**src/hdl/gcc_pkg.sv**
```systemverilog
// Shared types and constants for the case/control genotype counter.
package gcc_pkg;

   localparam int CNT_W      = 17;
   localparam int SNP_W      = 24;
   localparam int IDX_W      = 16;
   localparam int CLASS_W    = 2;
   localparam int BYTE_W     = 8;
   localparam int PAIRS      = 4;
   localparam int PAIR_W     = 2;
   localparam int NUM_SLOTS  = 8;
   localparam int CSR_ADDR_W = 3;
   localparam int CSR_DATA_W = 32;

   localparam logic [CNT_W-1:0] CNT_MAX        = {CNT_W{1'b1}};
   localparam logic [CNT_W-1:0] CFG_COUNT_INIT = CNT_W'(4);

   // request kinds
   localparam logic REQ_PHENO = 1'b0;
   localparam logic REQ_GENO  = 1'b1;

   // phenotype classes
   localparam logic [CLASS_W-1:0] PHEN_CASE    = 2'd0;
   localparam logic [CLASS_W-1:0] PHEN_MISSING = 2'd2;

   // genotype pair codes, {hi, lo}
   localparam logic [PAIR_W-1:0] GENO_MINOR = 2'b00;
   localparam logic [PAIR_W-1:0] GENO_MISS  = 2'b01;
   localparam logic [PAIR_W-1:0] GENO_HET   = 2'b10;
   localparam logic [PAIR_W-1:0] GENO_MAJOR = 2'b11;

   // slot offset within the case or control group
   localparam logic [1:0] OFF_MINOR = 2'd0;
   localparam logic [1:0] OFF_HET   = 2'd1;
   localparam logic [1:0] OFF_MAJOR = 2'd2;
   localparam logic [1:0] OFF_MISS  = 2'd3;

   // register word index
   localparam logic REG_COHORT_SIZE = 1'b0;

   typedef struct packed {
      logic                 req_type;
      logic [IDX_W-1:0]     person_index;
      logic [CLASS_W-1:0]   pheno_class;
      logic [BYTE_W-1:0]    geno_byte;
   } gcc_req_type;

   typedef struct packed {
      logic [SNP_W-1:0] snp_number;
      logic [CNT_W-1:0] case_minor_hom;
      logic [CNT_W-1:0] case_het;
      logic [CNT_W-1:0] case_major_hom;
      logic [CNT_W-1:0] case_missing;
      logic [CNT_W-1:0] ctrl_minor_hom;
      logic [CNT_W-1:0] ctrl_het;
      logic [CNT_W-1:0] ctrl_major_hom;
      logic [CNT_W-1:0] ctrl_missing;
   } gcc_rsp_type;

   // genotype byte after lookup issue, waiting for phenotype data
   typedef struct packed {
      logic               valid;
      logic               last;
      logic [PAIRS-1:0]   lane_en;
      logic [BYTE_W-1:0]  geno;
   } gcc_stage_type;

endpackage

```
**src/hdl/gcc_csr.sv**
```systemverilog
// APB register block holding the individual count.
module gcc_csr (
   input  logic                             clock,
   input  logic                             reset,
   input  logic                             csr_psel,
   input  logic                             csr_penable,
   input  logic                             csr_pwrite,
   input  logic [gcc_pkg::CSR_ADDR_W-1:0]   csr_paddr,
   input  logic [gcc_pkg::CSR_DATA_W-1:0]   csr_pwdata,
   output logic [gcc_pkg::CSR_DATA_W-1:0]   csr_prdata,
   output logic                             csr_pready,
   output logic [gcc_pkg::CNT_W-1:0]        cfg_count
);
   import gcc_pkg::*;

   logic             word_sel;
   logic             wr_hit;
   logic [CNT_W-1:0] count_ff;
   logic [CNT_W-1:0] count_in;

   assign word_sel = csr_paddr[CSR_ADDR_W-1];
   assign wr_hit   = csr_psel && csr_penable && csr_pwrite && csr_pready
                     && (word_sel == REG_COHORT_SIZE);

   always_comb begin
      count_in = count_ff;
      if (wr_hit) begin
         count_in = csr_pwdata[CNT_W-1:0];
      end
   end

   always_ff @(posedge clock) begin
      if (reset) begin
         count_ff <= CFG_COUNT_INIT;
      end else begin
         count_ff <= count_in;
      end
   end

   assign csr_pready = 1'b1;
   assign csr_prdata = (word_sel == REG_COHORT_SIZE) ?
                       CSR_DATA_W'(count_ff) : '0;
   assign cfg_count  = count_ff;

endmodule

```
**config.mk**
```make
export PLATFORM = sky130hd
export DESIGN_NAME = gcc_csr
export DESIGN_NICKNAME = d
export VERILOG_FILES = /design/src/hdl/gcc_pkg.sv /design/src/hdl/gcc_csr.sv
export SDC_FILE = /design/constraint.sdc
export NUM_CORES = 1
export LEC_CHECK = 0
export BUFFER_PORTS_ARGS = -buffer_cell sky130_fd_sc_hd__buf_2
export CORE_ASPECT_RATIO = 1.4
export CORE_MARGIN = 8
export CORE_UTILIZATION = 37
export CTS_CLUSTER_SIZE = 30
export DETAILED_ROUTE_END_ITERATION = 8
export GPL_ROUTABILITY_DRIVEN = 0
export HOLD_SLACK_MARGIN = 0.15
export PLACE_DENSITY = 0.79
export SYNTH_ARGS = -nofsm -noshare
export SYNTH_HDL_FRONTEND = slang
export SYNTH_SLANG_ARGS = --single-unit
```
**constraint.sdc**
```tcl
create_clock -name clock -period 1.25 [get_ports clock]
set_input_delay 0.25 -clock clock [delete_from_list [all_inputs] [get_ports clock]]
set_output_delay 0.25 -clock clock [all_outputs]
set_load 0.02 [all_outputs]
```
==> metrics.log <==
INFO  metric cts_num_sinks = 17
INFO  metric syn_area_per_cell = roughly 9.3 sq um
INFO  metric post_synth_inst_count = 110
INFO  metric outcome = complete, no violations
INFO  metric insertedDiodeCount = 0
INFO  metric grt-ovfl-total = 0
INFO  metric cellLeakagePower = 0.0006743 uW
INFO  metric postCtsResizedCells = 0
INFO  metric worstPathMaxFanout = 3
INFO  metric port-buffer-count = 56
INFO  metric grtUsageTotal = 9.625%
INFO  metric grt_pass1_vias = 803
INFO  metric layout-area-overhead-vs-synth = 30.73%
INFO  metric die_footprint = 0.004738 sq mm
INFO  metric drt_first_iter_violations = 10
INFO  metric synth_top_flop_cell = dfxtp_1
INFO  metric cts_made_buffers = 3
INFO  metric yosysWarnings = 0
INFO  metric post-synth-top-count-cell = nand2b_1
INFO  metric layout.nets = 206
INFO  metric number_of_antenna_violations_at_the_first_check_in_global_routing = 0
INFO  metric ys_async_sr_fraction = 0%
INFO  metric quantity_of_hold_fixing_buffers_added_after_cts = 0
INFO  metric fill_cells = 281
INFO  metric clock-root-buffer = clkbuf_4
INFO  metric die_x = 60.51 um
INFO  metric grt_max_degree = 35
INFO  metric dp.final_hpwl = 1.865 mm
INFO  metric synth.ff_latch_count = 17
INFO  metric required = 1.00 ns
INFO  metric criticalPathCategory = flop to output pin
INFO  metric syn_std_cell_area = approximately 0.0010 sq mm
INFO  metric utilization = about half
INFO  metric hold_class = input pin to flop
INFO  metric cts.repair_timing.setup_buffer_count = 0
INFO  metric grt_pass1_wl = 3.670 mm
INFO  metric period_share = around 96%
INFO  metric h_tree_level_count = 1
INFO  metric synth.largest_area_cell = dfxtp_1
INFO  metric core = 0.002643 sq mm
INFO  metric first_pass_iters = 4
INFO  metric final_wl = 2.437 mm
INFO  metric report.final.setup_viol = 0
INFO  metric worst_case_hold_slack = 0.1920 ns
INFO  metric rsz0062_at_grt = yes
INFO  metric fmaxAchievable = around 830 MHz
INFO  metric rows = 22
INFO  metric vias = 830
INFO  metric maxCapViolCount = 0
INFO  metric synthTopCellsByArea = dfxtp_1, nand2b_1, mux2i_1, buf_4, nor2b_1
INFO  metric final_max_slew_viol_count = 0
INFO  metric tritoncts = yes
INFO  metric timing_hold_violations_final = 0
INFO  metric synth_top_area_share = 33.17%
INFO  metric synth_enable_flop_cells = 0
INFO  metric start_kind = flop
INFO  metric cts_buffer_depth = 2
INFO  metric layout_min_cycle_time = 1.204 ns
INFO  metric ir_drop = 0.6513 mV
INFO  metric largest_reg_flops = 17
INFO  metric seq_area_frac_synth = 33.17%
INFO  metric io_pins = 90
INFO  metric die_height = 78.31 um
INFO  metric post_drt_wl_per_cell = 12.12 um
INFO  metric drt-vias-per-instance = about 4.1
INFO  metric cellPowerDensity = approximately 800 mW/mm^2
INFO  metric synth.distinct_cells = 12
INFO  metric worst_setup_hold_path_clk_slew = 0.11 ns
INFO  metric finalSetupTns = 0 ns
INFO  metric final_layout_size_suffix_gt1_share = 50.91%
INFO  metric top_cell_types_by_occurrence_after_synthesis = nand2b_1, dfxtp_1, mux2i_1
INFO  metric drc_errors = 0
INFO  metric end_kind = output pin
INFO  metric clock-skew-final = 0 ns
INFO  metric final_antenna_net_count = 0
INFO  metric worst-endpoint-arrival = 0.95 ns
INFO  metric totalPowerFinal = 1071 uW
INFO  metric initial_utilization = 38.83%
INFO  metric clock_insertion_delay_worst_skew = 0.28 ns
==> logic make-up after synthesis <==
kind of cell  synth area share, %
buf+inv                     16.22
other cells                0.7320
mux                         16.59
flops                       33.17
simple gates                33.29
==> worst max-delay path, cell delays in order (launching register included) <==
cell     delay [ns]
dfxtp_2        0.34
and2b_2        0.19
buf_6          0.13
==> layer usage <==
layer | share of wire, % | vias to the layer above | GRT usage, %
met3 | 9.4 | 2 | 4.241
met4 | 0.29 | 0 | 2.810
li1 | - | 421 | -
met2 | 51 | 35 | 15.67
met1 | 39 | 372 | 10.93
met5 | 0 | - | 0
==> worst paths after layout <==
check                     start  cells past startpoint  slack [ns]             end
setup reg to reg   cfg_count[2]                      2        0.64    cfg_count[2]
hold reg to reg   cfg_count[16]                      2        0.48   cfg_count[16]
hold / removal    csr_pwdata[6]                      3        0.19    cfg_count[6]
setup / recovery  cfg_count[16]                      2        0.05  csr_prdata[16]
==> through the flow <==
step	cells	setup slack (ns)	cell area [sq um]
final	201	0.04612	1341
after global routing	201	-0.01758	1341
after CTS	201	0.02032	1300
after detailed placement	197	0.04375	1272
after global placement	197	0.07096	1272
after floorplan	124	0.1939	1079
==> final cells by class <==
type	instances	area, sq um	area share, %
Clock inverter	1	5.005	0.3731
Sequential cell	17	357.8	26.68
Multi-Input combinational cell	85	571.8	42.63
Tap cell	36	45.04	3.358
Clock buffer	3	22.52	1.679
Timing Repair Buffer	59	339.1	25.28
==> where the power goes <==
part | internal, uW | switching [uW]
Combinational | 87.7 | 124
Clock | 119 | 177
Sequential | 555 | 8.01
==> layout by cell type, fill, tap and decap left out <==
cell / n
buf_6: 3
buf_4: 4
nand2b_1: 32
buf_12: 1
nor2_1: 2
dfxtp_1: 3
mux2i_1: 17
dfxtp_2: 14
clkinv_2: 1
nor2b_1: 10
clkbuf_4: 3
conb_1: 16
buf_2: 51
and2b_2: 7
and4b_1: 1
Note: power is estimated with default switching activity, not from simulation.
