### src/hdl/gcc_pkg.sv
// Shared types and constants for the case/control genotype counter.
package gcc_pkg;

   localparam int CNT_W      = 17;
   localparam int SNP_W      = 24;
   localparam int IDX_W      = 16;
   localparam int CLASS_W    = 2;
   localparam int BYTE_W     = 8;
   localparam int PAIRS      = 4;
   localparam int PAIR_W     = 2;
   localparam int NUM_SLOTS  = 8;
   localparam int CSR_ADDR_W = 3;
   localparam int CSR_DATA_W = 32;

   localparam logic [CNT_W-1:0] CNT_MAX        = {CNT_W{1'b1}};
   localparam logic [CNT_W-1:0] CFG_COUNT_INIT = CNT_W'(4);

   // request kinds
   localparam logic REQ_PHENO = 1'b0;
   localparam logic REQ_GENO  = 1'b1;

   // phenotype classes
   localparam logic [CLASS_W-1:0] PHEN_CASE    = 2'd0;
   localparam logic [CLASS_W-1:0] PHEN_MISSING = 2'd2;

   // genotype pair codes, {hi, lo}
   localparam logic [PAIR_W-1:0] GENO_MINOR = 2'b00;
   localparam logic [PAIR_W-1:0] GENO_MISS  = 2'b01;
   localparam logic [PAIR_W-1:0] GENO_HET   = 2'b10;
   localparam logic [PAIR_W-1:0] GENO_MAJOR = 2'b11;

   // slot offset within the case or control group
   localparam logic [1:0] OFF_MINOR = 2'd0;
   localparam logic [1:0] OFF_HET   = 2'd1;
   localparam logic [1:0] OFF_MAJOR = 2'd2;
   localparam logic [1:0] OFF_MISS  = 2'd3;

   // register word index
   localparam logic REG_COHORT_SIZE = 1'b0;

   typedef struct packed {
      logic                 req_type;
      logic [IDX_W-1:0]     person_index;
      logic [CLASS_W-1:0]   pheno_class;
      logic [BYTE_W-1:0]    geno_byte;
   } gcc_req_type;

   typedef struct packed {
      logic [SNP_W-1:0] snp_number;
      logic [CNT_W-1:0] case_minor_hom;
      logic [CNT_W-1:0] case_het;
      logic [CNT_W-1:0] case_major_hom;
      logic [CNT_W-1:0] case_missing;
      logic [CNT_W-1:0] ctrl_minor_hom;
      logic [CNT_W-1:0] ctrl_het;
      logic [CNT_W-1:0] ctrl_major_hom;
      logic [CNT_W-1:0] ctrl_missing;
   } gcc_rsp_type;

   // genotype byte after lookup issue, waiting for phenotype data
   typedef struct packed {
      logic               valid;
      logic               last;
      logic [PAIRS-1:0]   lane_en;
      logic [BYTE_W-1:0]  geno;
   } gcc_stage_type;

endpackage

### src/hdl/gcc_tally.sv
// Genotype decode, saturating class counters and result register.
module gcc_tally (
   input  logic                                        clock,
   input  logic                                        reset,
   input  gcc_pkg::gcc_stage_type                      stage,
   input  logic [gcc_pkg::PAIRS*gcc_pkg::CLASS_W-1:0]  pheno_row,
   input  logic                                        rsp_stall,
   output logic                                        rsp_valid,
   output gcc_pkg::gcc_rsp_type                        rsp_data,
   output logic                                        stage_hold
);
   import gcc_pkg::*;

   logic [CNT_W-1:0]   cnt_ff  [NUM_SLOTS];
   logic [CNT_W-1:0]   cnt_in  [NUM_SLOTS];
   logic [CNT_W-1:0]   cnt_new [NUM_SLOTS];
   logic [PAIRS-1:0]   hit     [NUM_SLOTS];
   logic [2:0]         slot    [PAIRS];
   logic [PAIRS-1:0]   lane_on;
   logic [SNP_W-1:0]   snp_ff;
   logic [SNP_W-1:0]   snp_in;
   logic               rsp_valid_ff;
   logic               rsp_valid_in;
   gcc_rsp_type        rsp_ff;
   gcc_rsp_type        rsp_in;
   logic               step;
   logic               emit;

   assign stage_hold = stage.valid && stage.last && rsp_valid_ff && rsp_stall;
   assign step       = stage.valid && !stage_hold;
   assign emit       = step && stage.last;

   // per-lane slot: {control, genotype offset}
   always_comb begin
      logic [CLASS_W-1:0] cls;
      logic [PAIR_W-1:0]  gt;
      logic [1:0]         off;
      for (int k = 0; k < PAIRS; k++) begin
         cls = pheno_row[k*CLASS_W +: CLASS_W];
         gt  = stage.geno[k*PAIR_W +: PAIR_W];
         unique case (gt)
            GENO_MINOR: off = OFF_MINOR;
            GENO_HET:   off = OFF_HET;
            GENO_MAJOR: off = OFF_MAJOR;
            GENO_MISS:  off = OFF_MISS;
            default:    off = OFF_MISS;
         endcase
         lane_on[k] = stage.lane_en[k] && (cls != PHEN_MISSING);
         slot[k]    = {(cls != PHEN_CASE), off};
      end
   end

   always_comb begin
      logic [2:0]       inc;
      logic [CNT_W:0]   sum;
      for (int s = 0; s < NUM_SLOTS; s++) begin
         for (int k = 0; k < PAIRS; k++) begin
            hit[s][k] = lane_on[k] && (slot[k] == 3'(s));
         end
         inc = 3'($countones(hit[s]));
         sum = {1'b0, cnt_ff[s]} + (CNT_W+1)'(inc);
         cnt_new[s] = sum[CNT_W] ? CNT_MAX : sum[CNT_W-1:0];
      end
   end

   always_comb begin
      for (int s = 0; s < NUM_SLOTS; s++) begin
         cnt_in[s] = cnt_ff[s];
         if (emit) begin
            cnt_in[s] = '0;
         end else if (step) begin
            cnt_in[s] = cnt_new[s];
         end
      end
   end

   always_comb begin
      snp_in       = snp_ff;
      rsp_in       = rsp_ff;
      rsp_valid_in = rsp_valid_ff && rsp_stall;
      if (emit) begin
         snp_in                = snp_ff + SNP_W'(1);
         rsp_valid_in          = 1'b1;
         rsp_in.snp_number     = snp_ff;
         rsp_in.case_minor_hom = cnt_new[0];
         rsp_in.case_het       = cnt_new[1];
         rsp_in.case_major_hom = cnt_new[2];
         rsp_in.case_missing   = cnt_new[3];
         rsp_in.ctrl_minor_hom = cnt_new[4];
         rsp_in.ctrl_het       = cnt_new[5];
         rsp_in.ctrl_major_hom = cnt_new[6];
         rsp_in.ctrl_missing   = cnt_new[7];
      end
   end

   always_ff @(posedge clock) begin
      if (reset) begin
         for (int s = 0; s < NUM_SLOTS; s++) begin
            cnt_ff[s] <= '0;
         end
         snp_ff       <= '0;
         rsp_valid_ff <= 1'b0;
      end else begin
         cnt_ff       <= cnt_in;
         snp_ff       <= snp_in;
         rsp_valid_ff <= rsp_valid_in;
      end
   end

   always_ff @(posedge clock) begin
      rsp_ff <= rsp_in;
   end

   assign rsp_valid = rsp_valid_ff;
   assign rsp_data  = rsp_ff;

endmodule

### config.mk
export PLATFORM = sky130hd
export DESIGN_NAME = gcc_tally
export DESIGN_NICKNAME = d
export VERILOG_FILES = /design/src/hdl/gcc_pkg.sv /design/src/hdl/gcc_tally.sv
export SDC_FILE = /design/constraint.sdc
export NUM_CORES = 1
export LEC_CHECK = 0
export BUFFER_PORTS_ARGS = -buffer_cell sky130_fd_sc_hd__buf_2
export CAP_MARGIN = 10
export CORE_AREA = 2 2 199 201
export CTS_BUF_LIST = sky130_fd_sc_hd__clkbuf_2 sky130_fd_sc_hd__clkbuf_4 sky130_fd_sc_hd__clkbuf_8
export DETAILED_ROUTE_END_ITERATION = 8
export DIE_AREA = 0 0 201 203
export HOLD_SLACK_MARGIN = 0.15
export SLEW_MARGIN = 20
export SYNTH_ARGS = -nofsm -noshare
export SYNTH_HDL_FRONTEND = slang
export SYNTH_SLANG_ARGS = --single-unit
### constraint.sdc
create_clock -name clock -period 8.15 [get_ports clock]
set_input_delay 0 -clock clock [delete_from_list [all_inputs] [get_ports clock]]
set_output_delay 0 -clock clock [all_outputs]
set_load 0.02 [all_outputs]
==> summary.md <==
Transition at the pin with the smallest max-transition slack: 1.04 ns. The tools report the power after layout as 3.51 mW. Entering global routing, the biggest net connects 77 pins. The worst setup path is launched from an input pin.

The remaining global-route overflow was 0. After synthesis, the share of flip-flops with an asynchronous set or reset is 0%. The largest fanout on the critical path is 21, and the data required time at the worst endpoint is 8.72 ns. For this run, the top clock speed supported by timing is 255 MHz.

Once detail routing completed, the nets flagged for antenna violations numbered 0. In the final layout, flip-flops and latches occupy 0.00803 mm². The relative contribution of the clock network to total power came out at 43.5%. Of the available clock period, the critical path in the final layout requires 48.2%. The run gives 0.0408 mm² as the area of the die.

The wire-length estimate of the detail-placed layout is 25100 µm. The fill cell total of the finished layout was 3683; the count of nets after finishing was 1747. The number of gates resized after cts was 0; the maximum level of the CTS H-tree was 2.

The tools report the buffer cell driving the clock tree root as clkbuf_8. The most used flip-flop cell after synthesis is dfxtp_1. The run gives 0 as the number of slew-limit violations in the final report. Using the TritonRoute via totals, the vias-per-cell ratio works out to 5.34. Setup repair after global routing left no endpoint under its margin. The cell count of the worst reg-to-reg path works out to 8. No sink is reached through more buffers than the 3 on the longest clock path. The reg-to-reg setup timing slack was 4.74 ns; the number of buffers inserted for hold repair after clock tree synthesis was 30. For the count of yosys warnings during synthesis, the log shows 0.

Net switching is 24.4% of the power. The static leakage came out at 6.75 nW. After synthesis the cells add up to 0.0152 mm².

For the final database, setup skew stands at 0.0236 ns. The floorplan has 72 rows. The number of top-level pins is 187. The number of detailed-routing iterations run before antenna repair is 7, and the shortest clock period the worst path allows after layout is 3.93 ns. The congestion estimate from routability-driven global placement came to 0.854. The worst endpoint data arrival time is 4.50 ns.

The critical path is of the in2reg type. The repair_antennas step left the layout with diodes totalling 0. The multi-input combinational cells in the finished layout cover a total of 0.00667 mm².

The number of synthesized flops with an enable pin is 160. Summed over all failing endpoints, the final setup total negative slack is 0 ns. Synthesis inferred 321 register bits. Headroom to the max-slew limit came out at 31.0%. The initial antenna violation count is 0, and the number of nets in the synthesized netlist is 1562. The die height was 203 µm; the clock transition time at the flip-flop clock pins of the worst setup and hold paths was 0.06 ns. The share of cells above drive strength 1 is 18.2%. The post-synthesis sequential area ratio is 52.7%.

The logs give 0.65 ns for the clock latency at the later pin of the worst-skew pair and 0 for the hold violation count in the final report. For the detailed-route DRC error count, the log shows 0. The tools report the critical path endpoint as cnt_ff[80].

Total of max-cap violations: 0. The number of library cell types mapped by synthesis is 58. Relative to the synthesized area, the layout overhead comes to 17.6%.

Internal power comes to 2.65 mW. Across all layers, the routed design uses 12000 vias. Mean area per synthesized cell: 10.1 µm². The width of the chip was 201 µm; the DRC violation total after the first TritonRoute iteration was 731. Synthesis produced a netlist whose cell count is 1504. The tools report the type of element capturing the critical path as a flip-flop. The tools report the relative contribution of sequential cells to total power as 50.0%.

In this run the critical register-to-register path is launched from cnt_ff[119]. The run finished with clean final reports. The kind of path behind the tightest hold check was in2reg. The number of global-route vias before repair was 11500.

The total CTS buffers is 54. For this configuration, the core starts out at a cell density of 39.6%. For this design the ratio of total power to cell area is 196 mW/mm². The first-pass GRT wire length is 61200 µm. The logs give 321 for the number of sinks handled by clock tree synthesis and 0.112 mV for the maximum VDD drop.

Library cell with the largest summed area after synthesis: edfxtp_1. The routed length per instance is 17.0 µm. The logs give 6.6% for the share of power burned in combinational logic and 38200 µm for the total wire length after detailed routing. In this run the standard cell core region covers 0.0385 mm². TritonCTS built the clock tree. The analysis attributes to net switching a power of 857 µW.

The most critical setup path has its startpoint at stage[6]. Buffers placed on the I/O ports in this run total 186. Of the post-synthesis cell area, the dominant cell type holds 31.6%. By area the synthesized netlist is led by edfxtp_1, dfxtp_1, nand2_1, o21ai_0, fa_1. Buffers added to address setup during post-CTS repair amount to 0. Setup violations remaining at the end of the flow were counted as 0. The tools report the capturing point of the worst reg2reg path as cnt_ff[125].

The combined global-route utilization of all metal layers came out at 18.5%.
[state kept, by name (all words and copies together), names as in the netlist]
name and cells:
cnt_ff 136, rsp_data 160, snp_ff 24, rsp_valid 1
[cell families (layout without fill, tap and decap cells)]
logic type	count (synthesis)	count (layout)	synth area share [%]
muxes	9	9	0.641
AOI/OAI and AO/OA	352	352	14.8
DFF	321	321	52.7
and+or+nand+nor	576	576	19.3
buffers and inverters	125	356	3.58
adders and majority gates	33	33	3.90
xor gates and xnor gates	88	88	5.06
[worst min-delay path by stage]
| stage | startpoint | to | slack (ns) | cells past startpoint |
|---|---|---|---|---|
| finish | pheno_row[4] | rsp_data[34] | 0.25 | 5 |
| global route | pheno_row[4] | rsp_data[34] | 0.27 | 5 |
| CTS | pheno_row[4] | rsp_data[34] | 0.20 | 5 |
| detailed placement | rsp_stall | rsp_valid | 0.34 | 3 |
| global placement | rsp_stall | rsp_valid | 0.33 | 3 |
| floorplan | rsp_stall | stage_hold | 0.18 | 2 |
[power by group through the flow]
stage          combinational, mW  sequential (mW)  clock [mW]
6_report                   0.230             1.75        1.52
5_1_grt                    0.251             1.76        1.64
4_1_cts                    0.234             1.75        1.58
3_5_place_dp               0.219             1.79           0
3_3_place_gp               0.216             1.79           0
2_1_floorplan             0.0852             1.84           0
[synthesized netlist by cell type, types with 3 or more instances]
master     number
a311oi_1       33
o2111ai_1       6
buf_1           4
buf_2          37
nand4_1        38
dfxtp_1       161
nor3_1         44
or2_2           4
nand2_1       142
inv_1          32
o211a_1         3
buf_4           3
and3_1         55
nor2b_1        16
ha_1            9
nand2b_1       11
a41oi_1         5
edfxtp_1      160
and4_1         33
nor4_1          8
and2_1         20
nor3_2          4
xor2_1         35
o21a_1         22
xnor2_1        53
or3_1           7
a21oi_1        92
a31oi_1        46
nor2_1        120
o31ai_1         3
mux2i_1         3
nand3_1        62
nor3b_1         6
a211oi_1       21
o221a_2         7
clkbuf_1       45
mux2_2          6
o2111a_1        3
o21ai_0       100
fa_1           24
[worst max-delay path, stage by stage]
cell and delay (ns):
dlygate4sd3_1 0.57, buf_2 0.16, nor2b_1 0.14, dlygate4sd3_1 0.58
nand2_1 0.06, dlygate4sd3_1 0.60, fa_1 0.44, nor2b_1 0.27
o21a_1 0.29, nand4_1 0.72, and4_1 0.51, nor3_1 0.15
[per-stage QoR]
step	worst slack, ns	utilization [%]	instances	hold WS, ns	instance area, µm²
after global routing	3.95	46.5	2253	0.266	17900
after global placement	4.20	42.7	2121	0.328	16400
after detailed placement	4.20	42.7	2121	0.339	16400
after CTS	4.28	46.5	2253	0.200	17900
after floorplan	2.19	-	1504	0.182	15200
final	4.22	46.5	2253	0.248	17900
[layout by cell type (no fill, tap or decap), types with 22 or more instances in the layout]
| cell | synthesis | layout |
|---|---|---|
| a21oi_1 | 92 | 92 |
| a311oi_1 | 33 | 33 |
| a31oi_1 | 46 | 46 |
| and3_1 | 55 | 55 |
| and4_1 | 33 | 33 |
| buf_2 | 37 | 186 |
| clkbuf_8 | 0 | 63 |
| dfxtp_1 | 161 | 161 |
| dlygate4sd3_1 | 0 | 30 |
| edfxtp_1 | 160 | 160 |
| fa_1 | 24 | 24 |
| inv_1 | 32 | 32 |
| nand2_1 | 142 | 141 |
| nand3_1 | 62 | 62 |
| nand4_1 | 38 | 38 |
| nor2_1 | 120 | 118 |
| nor3_1 | 44 | 44 |
| o21a_1 | 22 | 22 |
| o21ai_0 | 100 | 100 |
| xnor2_1 | 53 | 53 |
| xor2_1 | 35 | 35 |
[final cells by class]
| type | count | area share (%) |
|---|---|---|
| flip-flops and latches | 321 | 44.9 |
| multi-input cells | 1058 | 37.3 |
| repair buffers | 222 | 7.13 |
| clock buffers | 79 | 5.52 |
| well taps | 518 | 3.62 |
| clock inverters | 23 | 0.944 |
| inverters | 32 | 0.671 |
[layer usage]
metal | GRT usage, % | routed length (µm) | vias up
li1 | - | - | 5917
met1 | 25.1 | 17800 | 5737
met2 | 29.3 | 17400 | 315
met3 | 4.46 | 2120 | 53
met4 | 5.95 | 870 | 0
met5 | 0 | 0 | -
Note: power is estimated with default switching activity, not from simulation.
